==> config.mk <==
export PLATFORM = sky130hd
export DESIGN_NAME = htcb_ram
export DESIGN_NICKNAME = d
export VERILOG_FILES = /design/src/htcb_ram.sv
export SDC_FILE = /design/constraint.sdc
export NUM_CORES = 2
export LEC_CHECK = 0
export BUFFER_PORTS_ARGS = -buffer_cell sky130_fd_sc_hd__buf_2
export CORE_MARGIN = 2
export CORE_UTILIZATION = 29
export CTS_CLUSTER_DIAMETER = 120
export DETAILED_ROUTE_END_ITERATION = 10
export PLACE_DENSITY = 0.51
export SETUP_SLACK_MARGIN = 0.1
export SYNTH_ARGS = -nofsm -noshare
export SYNTH_HDL_FRONTEND = slang
export SYNTH_SLANG_ARGS = --single-unit
==> constraint.sdc <==
create_clock -name clk -period 4.6 [get_ports clk]
set_input_delay 0 -clock clk [delete_from_list [all_inputs] [get_ports clk]]
set_output_delay 0 -clock clk [all_outputs]
set_load 0.02 [all_outputs]
==> src/htcb_ram.sv <==
// Generic single write port, single read port RAM with registered read
module htcb_ram #(
  parameter int unsigned WIDTH = 8,
  parameter int unsigned DEPTH = 512
) (
  input  logic                                          clk,
  input  logic                                          we,
  input  logic [((DEPTH > 1) ? $clog2(DEPTH) : 1)-1:0] waddr,
  input  logic [WIDTH-1:0]                              wdata,
  input  logic                                          re,
  input  logic [((DEPTH > 1) ? $clog2(DEPTH) : 1)-1:0] raddr,
  output logic [WIDTH-1:0]                              rdata
);

  logic [WIDTH-1:0] mem [DEPTH];

  // write port
  always_ff @(posedge clk) begin
    if (we) begin
      mem[waddr] <= wdata;
    end
  end

  // read port, data held while re is low
  always_ff @(posedge clk) begin
    if (re) begin
      rdata <= mem[raddr];
    end
  end

endmodule

# After elaboration in Yosys (flattened, before gate mapping)
# Memory sizes are Yosys's and may differ from the RTL's. A register that Yosys moved wholly into a read port is not among the register bits.
# Index checks and enable logic that the tools add are counted.
# Widths: inputs -> output; s select.
totals:
  reg_bits: 0
  mem_bits_rw: 4096
  inputBits: 29
  out_inout_bits: 8
  wordCells: 3
  n_memories: 1
memory_table:
  columns: ["memory", "depth", "word_bits", "read_ports", "rd_ports_with_merged_regs", "wr", "line", "source"]
  rows:
  - ["mem", 512, 8, 1, 1, 1, "15", "logic [WIDTH-1:0] mem [DEPTH];"]
classes:
  n_mux: 2
ops:
  columns: ["op", "n"]
  rows:
  - ["$mux 1", 2]

# Depth between registers and ports, before layout
depth:
  word_depth: 2
  mapped_depth: 12
  ltp_nobuf: 7

# Worst setup path before layout
# OpenSTA, ideal clock, no wires.
synth_timing:
  path_kind: "input-to-reg"
  from: "input raddr[0] (netlist bit)"
  to: "register rdata[0] (read register of mem) (data pin)"
  setup_ps: 257
  t_arrival_ps: 1854
  required_ps: 4343
  slack_ps: 2489
  cell_stages: 10
  n_path_buf: 4
  path_cell_list: "buf_4 -> buf_12 -> buf_12 -> buf_2 -> mux4_2 -> o21ai_0 -> nand3_1 -> nand4_1 -> o21ai_0 -> o2111a_1"
synth_rtl:
  columns: ["element", "line", "source"]
  rows:
  - ["from (decl)", "11", "input logic [((DEPTH > 1) ? $clog2(DEPTH) : 1)-1:0] raddr,"]
  - ["to (decl)", "12", "output logic [WIDTH-1:0] rdata"]

==> impl_metrics.py <==
metrics = {
    "status": {
        "status": "complete, but fails checks",
        "violations": "capacitance limit, slew limit",
    },
    "timing": {
        "worst_pin_slew_ns": 1.50,
        "drv_slew": 1,
        "final_hold_viol_count": 0,
        "min_period_over_period": 0.802,
        "relSlewSlack": -0.00708,
        "finalSetupViolCount": 0,
        "fmax_mhz": 271,
        "fin_skew_ns": 0.0583,
        "period_minus_slack_ns": 3.69,
        "rsz0062_at_grt": "no",
    },
    "global_routing": {
        "grt_antenna_before_repair": 27,
        "met3_usage": 0.0220,
        "grt_start_max_net_pins": 178,
        "grt_pass1_vias": 81900,
        "grtUsageMet1": 0.218,
        "overflow": 0,
        "track_usage": 0.159,
        "met2_usage": 0.266,
        "globalRoute.busiestLayer": "met2",
        "grt_pass1_wl_microns": 644000,
    },
    "critical_path": {
        "cpPeakStageDelay_ns": 0.96,
        "worstSetupStartpoint": "mem[258][3]",
        "worst-r2r-cell-count": 9,
        "cp_slowest_cell": "nor4_1",
        "path_cells": "mux2i_1, o221ai_1, nor3_1, nor4_1, buf_4, o311ai_0, buf_4, nor4_1, o2111a_1",
        "crit_fanout": 2,
        "crit_required_ns": 5.43,
        "worstSetupEndpointType": "flop",
        "reg2reg_from": "mem[258][3]",
        "cp.arrival_ns": 4.52,
        "startpoint_type": "flop",
        "ff2ff_setup_slack_ns": 0.91,
        "reg2reg_to": "rdata[3]",
        "cp-endpoint": "rdata[3]",
        "crit_type": "flop to flop",
    },
    "logic_synthesis": {
        "synth_simple_gate_area_frac": 0.0263,
        "synth_top_family_by_area": "multiplexers",
        "synthFlopType": "edfxtp_1",
        "syn_area_per_cell_sq_um": 19.9,
        "async_reset_ff_frac": 0,
        "ys_ff_latch": 4104,
        "yosys_warnings": 0,
        "synth_area_sq_mm": 0.160,
        "synth_mux_area_frac": 0.142,
        "synth-compound-area-share": 0.0431,
        "synth.distinct_cells": 50,
        "synth-xor-area-share": 0,
        "synth_edf_count": 4104,
        "synth_nets": 8059,
        "netlist_instances": 8030,
        "synth-adder-area-share": 0,
        "synth_seq_area_share": 0.770,
    },
    "placed_design": {
        "io_buffer_count": 36,
        "dpl.hpwl_microns": 283000,
        "post_dp_cell_area_sq_mm": 0.170,
        "place.gp.congestion": 0.855,
    },
    "final_layout": {
        "nFillCells": 51500,
        "post-route-util": 0.335,
        "layout_commonest_cell": "edfxtp_1",
        "fin_nets": 8334,
        "drive_gt1_frac": 0.191,
        "area_growth_pct": 15.0,
        "final_area_sq_mm": 0.184,
        "layout_common_cells": "edfxtp_1 (4104), mux2i_1 (797), mux4_2 (654)",
    },
    "floorplanning": {
        "initial_utilization": 0.291,
        "die_y_microns": 747,
        "die_w_microns": 747,
        "die-area_sq_mm": 0.558,
        "io_pins": 37,
        "rows": 272,
        "coreArea_sq_mm": 0.549,
    },
    "clock_tree": {
        "cts_root_buf": "clkbuf_16",
        "cts.sinks": 4104,
        "cts_tree": "built",
        "cts_made_buffers": 415,
        "cts_setup_buffers": 0,
        "cts.clk_slew.worst_paths_ns": 0.06,
        "clock_tree.buffer_depth": 4,
        "cts_htree_levels": 5,
        "clkLatencyLatePin_ns": 1.00,
        "cts_hold_buf": 14,
        "post_cts_resized": 0,
    },
    "power_and_ir_drop": {
        "p_total_mw": 79.4,
        "power_leakage_nw": 57.1,
        "p_per_area_mw_per_mm2": 431,
        "vdd_ir_drop_max_uv": 362,
    },
    "flow_run": {
        "max-cap-violations": 1,
    },
    "detailed_routing": {
        "drc": 0,
        "wire_per_inst_microns": 28.8,
        "vias": 81600,
        "final_antenna_net_count": 0,
        "drt_iter0_drc": 9636,
        "drt_wl_total_microns": 459000,
        "dr.pass1.iters": 6,
        "avgViaCountPerCell": 5.12,
    },
    "hold_path": {
        "hold_class": "input pin to flop",
    },
}
==> layer usage <==
layer,part of all wire,vias to the layer above
li1,-,34100
met1,0.42,43800
met2,0.49,3060
met3,0.062,571
met4,0.029,6
met5,0.000067,-
==> worst min path at each step <==
stage              from           to  cells past startpoint
6_report       wdata[0]  mem[385][0]                      2
5_1_grt        wdata[0]  mem[385][0]                      2
4_1_cts        wdata[0]    mem[3][0]                      2
3_5_place_dp         re     rdata[7]                      1
3_3_place_gp   wdata[0]  mem[387][0]                      1
2_1_floorplan  wdata[0]    mem[0][0]                      0
==> Yosys cell counts (all sizes together) (4+ instances only) <==
master  number  area share
a211oi      17     0.00080
a21oi      194      0.0061
a22o         5     0.00027
a22oi       61      0.0029
and2        20     0.00078
and3         4     0.00016
and3b        4     0.00022
buf        248       0.012
clkbuf     265      0.0062
edfxtp    4104        0.77
mux2i      797       0.050
mux4       654       0.092
nand2      111      0.0026
nand2b       4     0.00016
nand3       36      0.0011
nand4       32      0.0013
nor2       597       0.014
nor2b        6     0.00023
nor3       109      0.0034
nor3b        8     0.00038
nor4        36      0.0014
o2111a       8     0.00056
o21ai      119      0.0037
o221ai     372       0.020
o22ai      163      0.0064
o311ai       6     0.00033
o31ai       13     0.00061
o41ai        7     0.00038
or2          5     0.00020
or3          6     0.00023
==> through the flow <==
step | setup TNS, ns | std cells | hold slack [ns] | worst slack, ns
after global routing | 0 | 15900 | 0.0672 | 0.845
after global placement | -0.298 | 15100 | 0.508 | -0.298
final | 0 | 15900 | 0.0518 | 0.910
after floorplan | 0 | 8030 | 0.0989 | 2.49
after CTS | 0 | 15900 | 0.0127 | 1.01
after detailed placement | 0 | 15100 | 0.498 | 0.247
==> report_power, final <==
part | internal (mW) | total (mW) | switching [mW]
Clock | 19.7 | 34.2 | 14.5
Sequential | 41.2 | 41.2 | 0.0234
Combinational | 1.23 | 3.96 | 2.73
==> sequential cells by signal, indices dropped and copies added (netlist names) <==
signal  count
mem      4096
rdata       8
==> logic make-up after synthesis <==
kind of cell	after synthesis
buf+inv	516
mux	1451
simple gates	980
flops	4104
compound gates	979
==> worst max-delay path: cells and delay by family, from the launching register on <==
kind | cells | cell delay, ns
flip-flops | 1 | 0.32
buffers and inverters | 2 | 0.47
AND/OR/NAND/NOR | 3 | 1.79
multiplexers | 1 | 0.08
AO/OA/AOI/OAI | 3 | 0.85
==> cell type report <==
cell class	instances	area (sq um)	area share
antenna	18	45.0	0.000245
sequential	4104	123000	0.670
clock buffer	496	10900	0.0591
clock inverter	271	2810	0.0153
inverter	3	18.8	0.000102
timing repair buffer	371	3870	0.0210
tap	7261	9080	0.0494
multi-input combinational	3410	34100	0.185
Power figures use the tool's default switching activity.
